File: config.mk
export PLATFORM = sky130hd
export DESIGN_NAME = path_list_message_checker_core
export DESIGN_NICKNAME = d
export VERILOG_FILES = /design/src/hw/rtl/plmc_pkg.sv /design/src/hw/rtl/path_list_message_checker_core.sv /design/src/hw/rtl/plmc_parser.sv /design/src/hw/rtl/plmc_queue.sv
export SDC_FILE = /design/constraint.sdc
export NUM_CORES = 1
export LEC_CHECK = 0
export BUFFER_PORTS_ARGS = -buffer_cell sky130_fd_sc_hd__buf_2
export CORE_MARGIN = 1.5
export CORE_UTILIZATION = 30
export DETAILED_ROUTE_END_ITERATION = 8
export GPL_TIMING_DRIVEN = 1
export PLACE_DENSITY = 0.45
export SYNTH_ARGS = -nofsm -noshare
export SYNTH_HDL_FRONTEND = slang
export SYNTH_SLANG_ARGS = --single-unit
export TNS_END_PERCENT = 30
File: constraint.sdc
create_clock -name clk -period 19.71 [get_ports clk]
set_input_delay 3.942 -clock clk [delete_from_list [all_inputs] [get_ports clk]]
set_output_delay 3.942 -clock clk [all_outputs]
set_load 0.02 [all_outputs]
File: src/hw/rtl/plmc_pkg.sv
package plmc_pkg;

  localparam logic [31:0] MAGIC_WORD   = 32'h594D444D;
  localparam logic [15:0] VERSION_WORD = 16'd1;
  localparam logic [32:0] HEADER_BYTES = 33'd12;
  localparam logic [32:0] OFFSET_MAX   = 33'h1FFFFFFFF;

  localparam logic [15:0] PATH_LIMIT_RST    = 16'd256;
  localparam logic [31:0] PAYLOAD_LIMIT_RST = 32'd65536;

  localparam int QUEUE_DEPTH = 4;
  localparam int QUEUE_AW    = 2;

  typedef enum logic [7:0] {
    REG_PATH_LIMIT    = 8'd0,
    REG_PAYLOAD_LIMIT = 8'd1
  } reg_index_t;

  typedef enum logic [2:0] {
    PH_HEAD  = 3'd0,
    PH_LEN0  = 3'd1,
    PH_LEN1  = 3'd2,
    PH_LEN2  = 3'd3,
    PH_LEN3  = 3'd4,
    PH_TEXT  = 3'd5,
    PH_TAIL  = 3'd6,
    PH_DRAIN = 3'd7
  } phase_t;

  typedef enum logic [3:0] {
    ERR_OK       = 4'd0,
    ERR_SHORT    = 4'd1,
    ERR_MAGIC    = 4'd2,
    ERR_VERSION  = 4'd3,
    ERR_COUNT    = 4'd4,
    ERR_PAYLOAD  = 4'd5,
    ERR_SIZE     = 4'd6,
    ERR_ODD      = 4'd7,
    ERR_OVERRUN  = 4'd8,
    ERR_TRAILING = 4'd9
  } err_t;

  typedef enum logic [1:0] {
    KIND_UNIT    = 2'd0,
    KIND_EMPTY   = 2'd1,
    KIND_VERDICT = 2'd2
  } kind_t;

  typedef struct packed {
    kind_t       kind;
    logic [15:0] code_unit;
    logic        path_done;
    logic [15:0] path_number;
    err_t        error_code;
    logic        last_of_run;
  } result_t;

  typedef struct packed {
    logic [QUEUE_AW:0] count;
    logic              room2;
  } queue_status_t;

endpackage

File: src/hw/rtl/path_list_message_checker_core.sv
// A result item enters the result queue at the clock edge on which its byte is accepted.
// Throughput: one byte per cycle while the queue has two free entries; the parser updates
// per byte, and a four-entry result queue absorbs the final byte's extra verdict item.
// Bytes are taken whenever the result queue has two free entries.
// Reset (rst, synchronous): parser state returns to the header phase, the queue empties,
// path_limit resets to 256 and payload_limit to 65536.
module path_list_message_checker_core (
  input  logic        clk,
  input  logic        rst,
  input  logic        s_axis_tvalid,
  output logic        s_axis_tready,
  input  logic [7:0]  s_axis_tdata,   // [7:0] data_byte
  input  logic        s_axis_tlast,   // end_of_message
  output logic        m_axis_tvalid,
  input  logic        m_axis_tready,
  output logic [39:0] m_axis_tdata,   // [15:0] code_unit, [31:16] path_number,
                                      // [35:32] error_code, [39:36] zero
  output logic [2:0]  m_axis_tuser,   // [1:0] kind, [2] path_done
  output logic        m_axis_tlast,   // last_of_run
  input  logic        cfg_valid,
  output logic        cfg_ready,
  input  logic [7:0]  cfg_index,
  input  logic [31:0] cfg_data
);

  logic [15:0] path_limit;
  logic [31:0] payload_limit;
  logic        in_accept;
  logic [1:0]  res_count;
  plmc_pkg::result_t [1:0]  res;
  plmc_pkg::result_t        out_data;
  plmc_pkg::queue_status_t  qstat;

  assign cfg_ready     = 1'b1;
  assign s_axis_tready = qstat.room2;
  assign in_accept     = s_axis_tvalid & s_axis_tready;

  always_ff @(posedge clk) begin
    if (rst) begin
      path_limit    <= plmc_pkg::PATH_LIMIT_RST;
      payload_limit <= plmc_pkg::PAYLOAD_LIMIT_RST;
    end else if (cfg_valid && cfg_ready) begin
      case (cfg_index)
        plmc_pkg::REG_PATH_LIMIT:    path_limit    <= cfg_data[15:0];
        plmc_pkg::REG_PAYLOAD_LIMIT: payload_limit <= cfg_data;
        default: begin
        end
      endcase
    end
  end

  plmc_parser u_parser (
    .clk            (clk),
    .rst            (rst),
    .accept         (in_accept),
    .data_byte      (s_axis_tdata),
    .end_of_message (s_axis_tlast),
    .path_limit     (path_limit),
    .payload_limit  (payload_limit),
    .res_count      (res_count),
    .res            (res)
  );

  plmc_queue u_queue (
    .clk        (clk),
    .rst        (rst),
    .push_count (res_count),
    .push_data  (res),
    .pop        (m_axis_tready),
    .out_valid  (m_axis_tvalid),
    .out_data   (out_data),
    .status     (qstat)
  );

  assign m_axis_tdata = {4'd0, out_data.error_code, out_data.path_number, out_data.code_unit};
  assign m_axis_tuser = {out_data.path_done, out_data.kind};
  assign m_axis_tlast = out_data.last_of_run;

  a_queue_bound: assert property (@(posedge clk) disable iff (rst)
    qstat.count <= (plmc_pkg::QUEUE_AW + 1)'(plmc_pkg::QUEUE_DEPTH))
    else $error("result queue over capacity");

  a_verdict_queued: assert property (@(posedge clk) disable iff (rst)
    (in_accept && s_axis_tlast) |=> m_axis_tvalid)
    else $error("final byte left no verdict pending");

  a_verdict_last: assert property (@(posedge clk) disable iff (rst)
    (m_axis_tvalid && m_axis_tuser[1:0] == plmc_pkg::KIND_VERDICT) |->
      (m_axis_tlast && !m_axis_tuser[2]))
    else $error("verdict item not closing its run");

endmodule

File: src/hw/rtl/plmc_parser.sv
module plmc_parser (
  input  logic                      clk,
  input  logic                      rst,
  input  logic                      accept,
  input  logic [7:0]                data_byte,
  input  logic                      end_of_message,
  input  logic [15:0]               path_limit,
  input  logic [31:0]               payload_limit,
  output logic [1:0]                res_count,
  output plmc_pkg::result_t [1:0]   res
);

  plmc_pkg::phase_t phase, phase_step, phase_next;
  logic [32:0] byte_offset, byte_offset_step, byte_offset_next;
  logic [63:0] header_store, header_store_step, header_store_next;
  logic [31:0] declared_payload, declared_payload_step, declared_payload_next;
  logic [15:0] declared_count, declared_count_step, declared_count_next;
  logic [15:0] paths_seen, paths_seen_step, paths_seen_next;
  logic [31:0] record_remaining, record_remaining_step, record_remaining_next;
  logic [7:0]  low_byte_hold, low_byte_hold_step, low_byte_hold_next;
  plmc_pkg::err_t first_error, first_error_step, first_error_next;

  logic [32:0] end_ofs;
  logic [31:0] len_full;
  logic [31:0] payload_full;
  logic        len0_over;
  logic        len3_over;
  logic        hdr_last;
  logic [15:0] ps_inc;
  plmc_pkg::phase_t close_phase;
  logic [31:0] rr_dec;
  logic        text_low;
  logic        text_done;
  logic [32:0] end_step;
  plmc_pkg::err_t verdict;
  plmc_pkg::result_t prim, vres;
  logic        prim_valid;

  assign end_ofs      = plmc_pkg::HEADER_BYTES + {1'b0, declared_payload};
  assign len_full     = {data_byte, record_remaining[23:0]};
  assign payload_full = {data_byte, declared_payload[23:0]};
  assign len0_over    = ({1'b0, byte_offset} + 34'd4) > {1'b0, end_ofs};
  assign len3_over    = ({1'b0, byte_offset} + 34'd1 + {2'b00, len_full}) > {1'b0, end_ofs};
  assign hdr_last     = (byte_offset[3:0] == 4'd11);
  assign ps_inc       = paths_seen + 16'd1;
  assign close_phase  = (ps_inc == declared_count) ? plmc_pkg::PH_TAIL : plmc_pkg::PH_LEN0;
  assign rr_dec       = record_remaining - 32'd1;
  assign text_low     = ~record_remaining[0];
  assign text_done    = (rr_dec == 32'd0);

  // next state: one byte step, then clear on the final byte
  always_comb begin
    phase_step            = phase;
    header_store_step     = header_store;
    declared_payload_step = declared_payload;
    declared_count_step   = declared_count;
    paths_seen_step       = paths_seen;
    record_remaining_step = record_remaining;
    low_byte_hold_step    = low_byte_hold;
    first_error_step      = first_error;
    byte_offset_step      = (byte_offset == plmc_pkg::OFFSET_MAX) ? byte_offset
                                                                  : byte_offset + 33'd1;
    case (phase)
      plmc_pkg::PH_HEAD: begin
        if (!byte_offset[3]) begin
          header_store_step[{byte_offset[2:0], 3'b000} +: 8] = data_byte;
        end else begin
          declared_payload_step[{byte_offset[1:0], 3'b000} +: 8] = data_byte;
        end
        if (hdr_last) begin
          if (header_store[31:0] != plmc_pkg::MAGIC_WORD) begin
            first_error_step = plmc_pkg::ERR_MAGIC;
            phase_step       = plmc_pkg::PH_DRAIN;
          end else if (header_store[47:32] != plmc_pkg::VERSION_WORD) begin
            first_error_step = plmc_pkg::ERR_VERSION;
            phase_step       = plmc_pkg::PH_DRAIN;
          end else if (header_store[63:48] > path_limit) begin
            first_error_step = plmc_pkg::ERR_COUNT;
            phase_step       = plmc_pkg::PH_DRAIN;
          end else if (payload_full > payload_limit) begin
            first_error_step = plmc_pkg::ERR_PAYLOAD;
            phase_step       = plmc_pkg::PH_DRAIN;
          end else begin
            declared_count_step = header_store[63:48];
            paths_seen_step     = 16'd0;
            phase_step          = (header_store[63:48] != 16'd0) ? plmc_pkg::PH_LEN0
                                                                 : plmc_pkg::PH_TAIL;
          end
        end
      end
      plmc_pkg::PH_LEN0: begin
        if (len0_over) begin
          first_error_step = plmc_pkg::ERR_OVERRUN;
          phase_step       = plmc_pkg::PH_DRAIN;
        end else begin
          record_remaining_step = {24'd0, data_byte};
          phase_step            = plmc_pkg::PH_LEN1;
        end
      end
      plmc_pkg::PH_LEN1: begin
        record_remaining_step[15:8] = data_byte;
        phase_step                  = plmc_pkg::PH_LEN2;
      end
      plmc_pkg::PH_LEN2: begin
        record_remaining_step[23:16] = data_byte;
        phase_step                   = plmc_pkg::PH_LEN3;
      end
      plmc_pkg::PH_LEN3: begin
        if (len_full[0]) begin
          first_error_step = plmc_pkg::ERR_ODD;
          phase_step       = plmc_pkg::PH_DRAIN;
        end else if (len3_over) begin
          first_error_step = plmc_pkg::ERR_OVERRUN;
          phase_step       = plmc_pkg::PH_DRAIN;
        end else if (len_full == 32'd0) begin
          paths_seen_step = ps_inc;
          phase_step      = close_phase;
        end else begin
          record_remaining_step = len_full;
          phase_step            = plmc_pkg::PH_TEXT;
        end
      end
      plmc_pkg::PH_TEXT: begin
        record_remaining_step = rr_dec;
        if (text_low) begin
          low_byte_hold_step = data_byte;
        end else if (text_done) begin
          paths_seen_step = ps_inc;
          phase_step      = close_phase;
        end
      end
      plmc_pkg::PH_TAIL: begin
        first_error_step = plmc_pkg::ERR_TRAILING;
        phase_step       = plmc_pkg::PH_DRAIN;
      end
      default: begin
      end
    endcase

    if (end_of_message) begin
      phase_next            = plmc_pkg::PH_HEAD;
      byte_offset_next      = 33'd0;
      header_store_next     = 64'd0;
      declared_payload_next = 32'd0;
      declared_count_next   = 16'd0;
      paths_seen_next       = 16'd0;
      record_remaining_next = 32'd0;
      low_byte_hold_next    = 8'd0;
      first_error_next      = plmc_pkg::ERR_OK;
    end else begin
      phase_next            = phase_step;
      byte_offset_next      = byte_offset_step;
      header_store_next     = header_store_step;
      declared_payload_next = declared_payload_step;
      declared_count_next   = declared_count_step;
      paths_seen_next       = paths_seen_step;
      record_remaining_next = record_remaining_step;
      low_byte_hold_next    = low_byte_hold_step;
      first_error_next      = first_error_step;
    end
  end

  assign end_step = plmc_pkg::HEADER_BYTES + {1'b0, declared_payload_step};

  // results of this byte
  always_comb begin
    if (phase_step == plmc_pkg::PH_HEAD) begin
      verdict = plmc_pkg::ERR_SHORT;
    end else if (first_error_step inside {[plmc_pkg::ERR_MAGIC:plmc_pkg::ERR_PAYLOAD]}) begin
      verdict = first_error_step;
    end else if (byte_offset_step != end_step) begin
      verdict = plmc_pkg::ERR_SIZE;
    end else if (first_error_step != plmc_pkg::ERR_OK) begin
      verdict = first_error_step;
    end else if (phase_step != plmc_pkg::PH_TAIL) begin
      verdict = plmc_pkg::ERR_OVERRUN;
    end else begin
      verdict = plmc_pkg::ERR_OK;
    end

    prim_valid = ((phase == plmc_pkg::PH_LEN3) && !len_full[0] && !len3_over &&
                  (len_full == 32'd0)) ||
                 ((phase == plmc_pkg::PH_TEXT) && !text_low);

    prim.kind        = (phase == plmc_pkg::PH_TEXT) ? plmc_pkg::KIND_UNIT
                                                    : plmc_pkg::KIND_EMPTY;
    prim.code_unit   = (phase == plmc_pkg::PH_TEXT) ? {data_byte, low_byte_hold} : 16'd0;
    prim.path_done   = (phase == plmc_pkg::PH_TEXT) ? text_done : 1'b1;
    prim.path_number = paths_seen;
    prim.error_code  = plmc_pkg::ERR_OK;
    prim.last_of_run = ~end_of_message;

    vres.kind        = plmc_pkg::KIND_VERDICT;
    vres.code_unit   = 16'd0;
    vres.path_done   = 1'b0;
    vres.path_number = 16'd0;
    vres.error_code  = verdict;
    vres.last_of_run = 1'b1;

    res = {vres, vres};
    res_count = 2'd0;
    if (accept) begin
      if (prim_valid) begin
        res[0]    = prim;
        res[1]    = vres;
        res_count = end_of_message ? 2'd2 : 2'd1;
      end else if (end_of_message) begin
        res_count = 2'd1;
      end
    end
  end

  always_ff @(posedge clk) begin
    if (rst) begin
      phase            <= plmc_pkg::PH_HEAD;
      byte_offset      <= 33'd0;
      header_store     <= 64'd0;
      declared_payload <= 32'd0;
      declared_count   <= 16'd0;
      paths_seen       <= 16'd0;
      record_remaining <= 32'd0;
      low_byte_hold    <= 8'd0;
      first_error      <= plmc_pkg::ERR_OK;
    end else if (accept) begin
      phase            <= phase_next;
      byte_offset      <= byte_offset_next;
      header_store     <= header_store_next;
      declared_payload <= declared_payload_next;
      declared_count   <= declared_count_next;
      paths_seen       <= paths_seen_next;
      record_remaining <= record_remaining_next;
      low_byte_hold    <= low_byte_hold_next;
      first_error      <= first_error_next;
    end
  end

endmodule

File: src/hw/rtl/plmc_queue.sv
module plmc_queue (
  input  logic                     clk,
  input  logic                     rst,
  input  logic [1:0]               push_count,
  input  plmc_pkg::result_t [1:0]  push_data,
  input  logic                     pop,
  output logic                     out_valid,
  output plmc_pkg::result_t        out_data,
  output plmc_pkg::queue_status_t  status
);

  plmc_pkg::result_t mem [plmc_pkg::QUEUE_DEPTH];
  logic [plmc_pkg::QUEUE_AW-1:0] wr_ptr, rd_ptr;
  logic [plmc_pkg::QUEUE_AW:0]   count, count_next;
  logic                          do_pop;

  assign out_valid    = (count != '0);
  assign out_data     = mem[rd_ptr];
  assign do_pop       = pop & out_valid;
  assign count_next   = count + {1'b0, push_count} - {{plmc_pkg::QUEUE_AW{1'b0}}, do_pop};
  // two free slots cover the largest burst from one item
  assign status.room2 = (count <= (plmc_pkg::QUEUE_AW + 1)'(plmc_pkg::QUEUE_DEPTH - 2));
  assign status.count = count;

  always_ff @(posedge clk) begin
    if (push_count != 2'd0) begin
      mem[wr_ptr] <= push_data[0];
    end
    if (push_count == 2'd2) begin
      mem[wr_ptr + 1'b1] <= push_data[1];
    end
  end

  always_ff @(posedge clk) begin
    if (rst) begin
      wr_ptr <= '0;
      rd_ptr <= '0;
      count  <= '0;
    end else begin
      wr_ptr <= wr_ptr + push_count[plmc_pkg::QUEUE_AW-1:0];
      rd_ptr <= rd_ptr + {{(plmc_pkg::QUEUE_AW-1){1'b0}}, do_pop};
      count  <= count_next;
    end
  end

endmodule
==> results of run 1 <==
## power groups by stage
stage / Sequential (mW) / Combinational, mW / Clock (mW)
after detailed placement: 0.907 / 0.327 / 0
final: 0.888 / 0.325 / 1.11
after CTS: 0.888 / 0.328 / 1.13
after global placement: 0.908 / 0.329 / 0
after global routing: 0.891 / 0.354 / 1.17
after floorplan: 0.901 / 0.221 / 0
## worst max path at each step
| stage | start | end | slack (ps) | depth (start not counted) |
|---|---|---|---|---|
| floorplan | s_axis_tdata[0] | u_queue.count[2]$_SDFF_PP0_ | 10550 | 25 |
| global placement | s_axis_tdata[1] | u_queue.mem[1][25]$_SDFFE_PP0P_ | 8890 | 24 |
| detailed placement | s_axis_tdata[1] | u_queue.mem[1][31]$_SDFFE_PP0P_ | 8820 | 24 |
| CTS | s_axis_tdata[1] | u_queue.mem[1][37]$_SDFFE_PP0P_ | 9440 | 24 |
| global route | s_axis_tdata[1] | u_queue.mem[1][37]$_SDFFE_PP0P_ | 8930 | 24 |
| finish | s_axis_tdata[1] | u_queue.mem[1][37]$_SDFFE_PP0P_ | 9350 | 24 |
## metrics by stage
step                      instance area (um^2)  setup WS, ps  std cells  power, mW  hold WS (ps)
after floorplan                          26600         10550       3228       1.12           417
after global placement                   28100          8890       4305       1.24           431
after detailed placement                 28100          8820       4305       1.23           443
after CTS                                30100          9440       4403       2.35           456
after global routing                     30100          8930       4403       2.41           479
final                                    30100          9350       4403       2.32           454
## cell usage in the layout (no fill, tap or decap), types with 46 or more instances in the layout
cell,n
o21ai_0,129
buf_4,47
a22oi_1,97
xor2_1,77
nor2_1,336
nor4_1,46
a22o_1,131
nand4_1,87
dfxtp_1,405
ha_1,165
nand3_1,91
a21oi_1,235
clkbuf_16,52
buf_2,94
xnor2_1,122
nand2_1,281
nor3_1,80
inv_1,110
## registers in the layout (all words and copies together), names as in the netlist, 3 cells and up
register and count:
u_parser.first_error 4, u_queue.mem 160, u_parser.phase 3, u_parser.low_byte_hold 8
u_parser.paths_seen 16, u_parser.record_remaining 32, u_parser.header_store 64, payload_limit 32
u_parser.declared_count 16, path_limit 16, u_queue.count 3, u_parser.byte_offset 33
u_parser.declared_payload 32
## per-layer routing
| metal | vias up | global-route usage |
|---|---|---|
| met1 | 11900 | 0.295 |
| met5 | - | 0 |
| met4 | 0 | 0.0700 |
| li1 | 11700 | - |
| met2 | 698 | 0.347 |
| met3 | 142 | 0.0215 |
## cells by family after synthesis
group           share of synthesized area
compound gates                      0.206
xor+xnor                           0.0697
fa+ha+maj                          0.0790
buf+inv                            0.0501
flops                               0.324
mux                                0.0512
other cells                      0.000282
simple gates                        0.219
## worst max-delay path: stages
cell and delay (ps):
buf_2 70, buf_4 470, ha_1 410, a31oi_1 230, inv_1 80, o21ai_0 170, a21oi_1 100, o21a_1 200
or4b_2 610, nand3_1 110, ha_1 260, a211oi_1 190, o21ai_0 140, nand2b_1 160, and3_1 170, a31oi_1 610
nand4_1 350, a21oi_1 500, ha_1 320, nand2_1 220, nand2_1 210, nand3_1 270, nor2_2 820, a22o_1 240
## layout make-up
type                    count  area share
well taps                1165      0.0485
inverters                 111      0.0139
clock inverters            29      0.0163
flip-flops and latches    423       0.287
clock buffers              69      0.0501
repair buffers            143      0.0285
multi-input cells        2463       0.556
==> results.py, run 1 <==
metrics = {
    "status": {
        "run_status": "complete, no violations",
    },
    "finish": {
        "utilization": 0.341,
        "area.sequential_mm2": 0.00863,
        "nets": 3415,
        "drive_above_1_share": 0.0982,
        "multiInputGateArea_mm2": 0.0167,
        "syn2layout_area_growth_pct": 12.9,
        "antennaDiodeCount": 0,
        "nFillCells": 9372,
    },
    "power": {
        "power_density_mw_per_mm2": 77.2,
        "sw_frac_of_total": 0.287,
        "internal-power_mw": 1.65,
        "worst_ir_drop_vdd_uv": 114,
        "sequentialPowerShare": 0.383,
        "comb_power_share": 0.140,
        "clkPwrFrac": 0.477,
        "power.net_switching_mw": 0.666,
        "leakage_nw": 11.4,
    },
    "detailed_routing": {
        "wire_length_on_met1_mm": 46.1,
        "detailed_routed_wire_length_on_met2_mm": 45.3,
        "routed_wl_mm": 99.3,
        "avgRoutedWirePerCell_um": 22.6,
        "top_layer": "met4",
        "drc": 0,
        "vias_per_cell": 5.56,
        "via_count": 24500,
        "drtAntennaViolNets": 0,
        "detailroute.wirelength.met3_mm": 4.74,
        "detail_route.first_pass.iterations": 7,
        "drt_first_iter_violations": 1904,
    },
    "worst_hold_path": {
        "worstHoldStart": "payload_limit[24]$_SDFFE_PP0P_",
        "hp-class": "flip-flop to flip-flop",
        "whs_endpoint": "payload_limit[24]$_SDFFE_PP0P_",
        "min_path_cells": 2,
    },
    "grt": {
        "grt.total_usage": 0.213,
        "number_of_global_route_vias_before_repair": 23100,
        "grt-ovfl-total": 0,
        "grt_max_degree": 186,
        "first_pass_grt_wire_length_mm": 149,
        "initial_antenna_violation_count": 1,
    },
    "sta": {
        "finalWorstPathRequiredPeriod_ps": 10360,
        "finalMaxSlewViolations": 0,
        "period_share": 0.525,
        "timing.final.hold_violations": 0,
        "achievable-frequency_mhz": 96.6,
        "final.setup.tns_ps": 0,
        "worst_max_slew_pin_slew_ps": 1140,
        "setup_viol": 0,
        "skew_ps": 32.6,
        "setup_repair_after_global_routing_missed_its_margin": "false",
        "timing.max_slew.rel_slack": 0.234,
    },
    "clocking": {
        "cts-root-buf": "clkbuf_16",
        "clock_tree.buffer_depth": 3,
        "setup_fix_buffers_added_after_clock_tree_synthesis": 0,
        "clock_tree.htree_level_count": 2,
        "clkSinkCount": 423,
        "post_cts_resize_count": 0,
        "cts_made_buffers": 52,
        "worst_skew_pair.late_latency_ps": 640,
        "clkTransAtPathRegs_ps": 60,
        "holdBufCountCts": 0,
        "cts_tree": "done",
    },
    "die": {
        "chipWidth_um": 301,
        "core_area_mm2": 0.0881,
        "floorplan.rows": 109,
        "initial_core_utilization": 0.302,
        "die-area_mm2": 0.0906,
        "ioPinCount": 101,
        "dieHeight_um": 301,
    },
    "synthesis": {
        "synthDominantCellAreaShare": 0.306,
        "synth.ff_latch_count": 423,
        "synth_most_common_cell": "dfxtp_1",
        "yosys.cell_types.count": 87,
        "postSynth.asyncResetShare": 0,
        "yosysSeqAreaShare": 0.324,
        "yosysWarningCount": 0,
        "synth_top_area_cell": "dfxtp_1",
        "syn_avg_cell_area_um2": 8.26,
        "gate_count_of_the_mapped_netlist": 3225,
        "synth_edf_count": 16,
        "synth_ff_type": "dfxtp_1",
        "synth_area_mm2": 0.0266,
        "post_synth_main_area_contributors": "dfxtp_1 (31%), ha_1 (7.8%), nor2_1 (4.8%), a21oi_1 (4.4%), a22o_1 (4.3%)",
        "yosys-top-cells-count": "dfxtp_1 (407), nor2_1 (340), nand2_1 (282)",
    },
    "worst_setup_path": {
        "worst_setup_path_end_kind": "flip-flop",
        "rr_startpoint": "u_parser.byte_offset[0]$_SDFFE_PP0P_",
        "timing.critical_path.from_type": "input pin",
        "reg2reg_depth": 31,
        "regToRegEndpoint": "u_queue.mem[1][37]$_SDFFE_PP0P_",
        "worst_ep_required_time_ps": 20270,
        "crit_fanout": 30,
        "ff2ff_setup_slack_ps": 10840,
        "setup_cp_type": "input pin to flip-flop",
        "cp_data_arrival_time_ps": 10920,
    },
    "placement": {
        "portBuffers": 95,
        "dp.final_hpwl_mm": 70.5,
        "finalWeightedCongestion": 0.880,
    },
    "run": {
        "maxCapViolCount": 0,
    },
}
(Power assumes the default switching activity.)
==> run 2: changes to the inputs <==
PLACE_DENSITY = 0.46   (was 0.45)
clock period = 8.9 ns   (was 19.71 ns; I/O delays follow)
==> run 2 against run 1 <==
  * Combinational power rose by 120%
  * Clock skew fell by 6.4 ps
  * Critical path depth is 10 higher
  * Die area stayed put
  * First-iteration DRC count down 2.9%
  * Total power up 110%
  * Clock power up 100%
  * Clock-buffer cell count down 10
  * Global-route usage is 0.59 points lower
  * Critical path type is now flip-flop to flip-flop
  * Largest cell class unchanged
==> results.py, run 2 (synthesized netlist as in run 1, its figures left out) <==
metrics = {
    "status": {
        "run_status": "complete, no violations",
    },
    "power": {
        "power_density_mw_per_mm2": 165,
        "worst_ir_drop_vdd_uv": 213,
        "leakage_nw": 11.3,
    },
    "grt": {
        "grt_max_degree": 85,
        "number_of_global_route_vias_before_repair": 23200,
        "grt.total_usage": 0.208,
        "first_pass_grt_wire_length_mm": 146,
        "grt-ovfl-total": 0,
        "initial_antenna_violation_count": 5,
    },
    "worst_setup_path": {
        "timing.critical_path.slowest_stage_cell": "a211oi_1",
        "timing.critical_path.from_type": "flip-flop",
        "rr_startpoint": "u_parser.record_remaining[0]$_SDFFE_PP0P_",
        "setup_cp_type": "flip-flop to flip-flop",
        "worst_ep_required_time_ps": 9250,
        "critical_path.max_stage_delay_ps": 600,
        "worst_path_most_repeated_cell": "inv_1",
        "cp_data_arrival_time_ps": 8540,
        "worst_setup_path_end_kind": "flip-flop",
        "ff2ff_setup_slack_ps": 710,
        "crit_fanout": 35,
        "reg2reg_depth": 34,
        "regToRegEndpoint": "u_queue.mem[1][4]$_DFFE_PP_",
    },
    "clocking": {
        "clkSinkCount": 423,
        "worst_skew_pair.late_latency_ps": 620,
        "clock_tree.buffer_depth": 3,
        "clock_tree.htree_level_count": 2,
        "cts_tree": "done",
        "clkTransAtPathRegs_ps": 60,
        "holdBufCountCts": 0,
        "cts_made_buffers": 51,
        "cts-root-buf": "clkbuf_16",
        "post_cts_resize_count": 0,
        "setup_fix_buffers_added_after_clock_tree_synthesis": 0,
    },
    "finish": {
        "largest_registers": "u_queue.mem (160), u_parser.header_store (64), u_parser.byte_offset (33)",
        "antennaDiodeCount": 0,
        "nets": 3425,
        "register_with_the_most_flip_flops": "u_queue.mem",
        "nFillCells": 9449,
        "flip_flop_count_of_the_largest_register_after_layout": 160,
        "final_area_mm2": 0.0299,
        "mostFrequentLayoutCell": "dfxtp_1",
        "syn2layout_area_growth_pct": 12.4,
        "utilization": 0.340,
        "drive_above_1_share": 0.0992,
        "mostFrequentLayoutCells": "dfxtp_1 (405), nor2_1 (340), nand2_1 (281)",
        "fin_cells": 4412,
    },
    "detailed_routing": {
        "routed_wl_mm": 96.1,
        "avgRoutedWirePerCell_um": 21.8,
        "drt_first_iter_violations": 1848,
        "detail_route.first_pass.iterations": 6,
        "drtAntennaViolNets": 0,
        "via_count": 24200,
        "drc": 0,
        "vias_per_cell": 5.48,
    },
    "sta": {
        "setup_viol": 0,
        "final.setup.tns_ps": 0,
        "period_share": 0.920,
        "setup_repair_after_global_routing_missed_its_margin": "false",
        "finalWorstPathRequiredPeriod_ps": 8190,
        "timing.max_slew.rel_slack": 0.200,
        "worst_max_slew_pin_slew_ps": 1170,
        "achievable-frequency_mhz": 122,
        "timing.final.hold_violations": 0,
        "whs_ps": 441,
        "skew_ps": 26.2,
        "finalMaxSlewViolations": 0,
    },
    "placement": {
        "dp.cells": 4316,
        "finalWeightedCongestion": 0.860,
        "dp.final_hpwl_mm": 68.5,
        "portBuffers": 95,
        "detailed_place.area_mm2": 0.0281,
    },
    "die": {
        "dieHeight_um": 301,
        "die-area_mm2": 0.0906,
        "initial_core_utilization": 0.302,
        "ioPinCount": 101,
        "floorplan.rows": 109,
        "core_area_mm2": 0.0881,
        "chipWidth_um": 301,
    },
    "worst_hold_path": {
        "hp-class": "flip-flop to flip-flop",
        "min_path_cells": 2,
        "whs_endpoint": "u_queue.mem[0][39]$_SDFFE_PP1P_",
        "worstHoldStart": "u_queue.mem[0][39]$_SDFFE_PP1P_",
    },
    "run": {
        "maxCapViolCount": 0,
    },
}
==> run 2: how the worst max path moves through the flow <==
stage,end,from
floorplan,u_queue.count[2]$_SDFF_PP0_,u_parser.byte_offset[0]$_SDFFE_PP0P_
global placement,u_queue.mem[1][4]$_DFFE_PP_,s_axis_tdata[0]
detailed placement,u_queue.mem[1][4]$_DFFE_PP_,s_axis_tdata[0]
CTS,u_queue.mem[1][4]$_DFFE_PP_,u_parser.record_remaining[0]$_SDFFE_PP0P_
global route,u_queue.mem[1][4]$_DFFE_PP_,u_parser.record_remaining[0]$_SDFFE_PP0P_
finish,u_queue.mem[1][4]$_DFFE_PP_,u_parser.record_remaining[0]$_SDFFE_PP0P_
==> run 2: critical path: cells and delay by family, from the launching register on <==
kind	cells	cell delay, ps
flops	1	450
buf+inv	6	1220
simple gates	9	1140
xor+xnor	1	90
compound gates	14	3820
fa+ha+maj	4	1210
==> run 2: power breakdown <==
| part | switching, mW | internal, mW | leakage (nW) |
|---|---|---|---|
| Clock | 0.942 | 1.31 | 0.873 |
| Combinational | 0.490 | 0.235 | 7.04 |
| Sequential | 0.0274 | 1.94 | 3.42 |
==> run 2: cell type report <==
type / instances / area [um^2] / share of cell area
inverter: 111 / 417 / 0.0139
timing repair buffer: 154 / 927 / 0.0310
multi-input combinational: 2463 / 16700 / 0.558
sequential: 423 / 8630 / 0.288
tap: 1165 / 1460 / 0.0487
clock inverter: 37 / 457 / 0.0153
clock buffer: 59 / 1350 / 0.0450
==> run 2: stage by stage <==
stage	worst slack, ps	power, mW
final	710	4.94
after detailed placement	797	2.73
after global placement	919	2.74
after CTS	818	5.00
after global routing	79.2	5.14
after floorplan	1900	2.48
==> run 2: layer usage <==
metal  routed length, um  track usage  up-vias
li1                    -            -    11800
met1               44500        0.284    11500
met2               42500        0.326      717
met3                5670       0.0376      164
met4                3410       0.0727        6
met5                  46            0        -
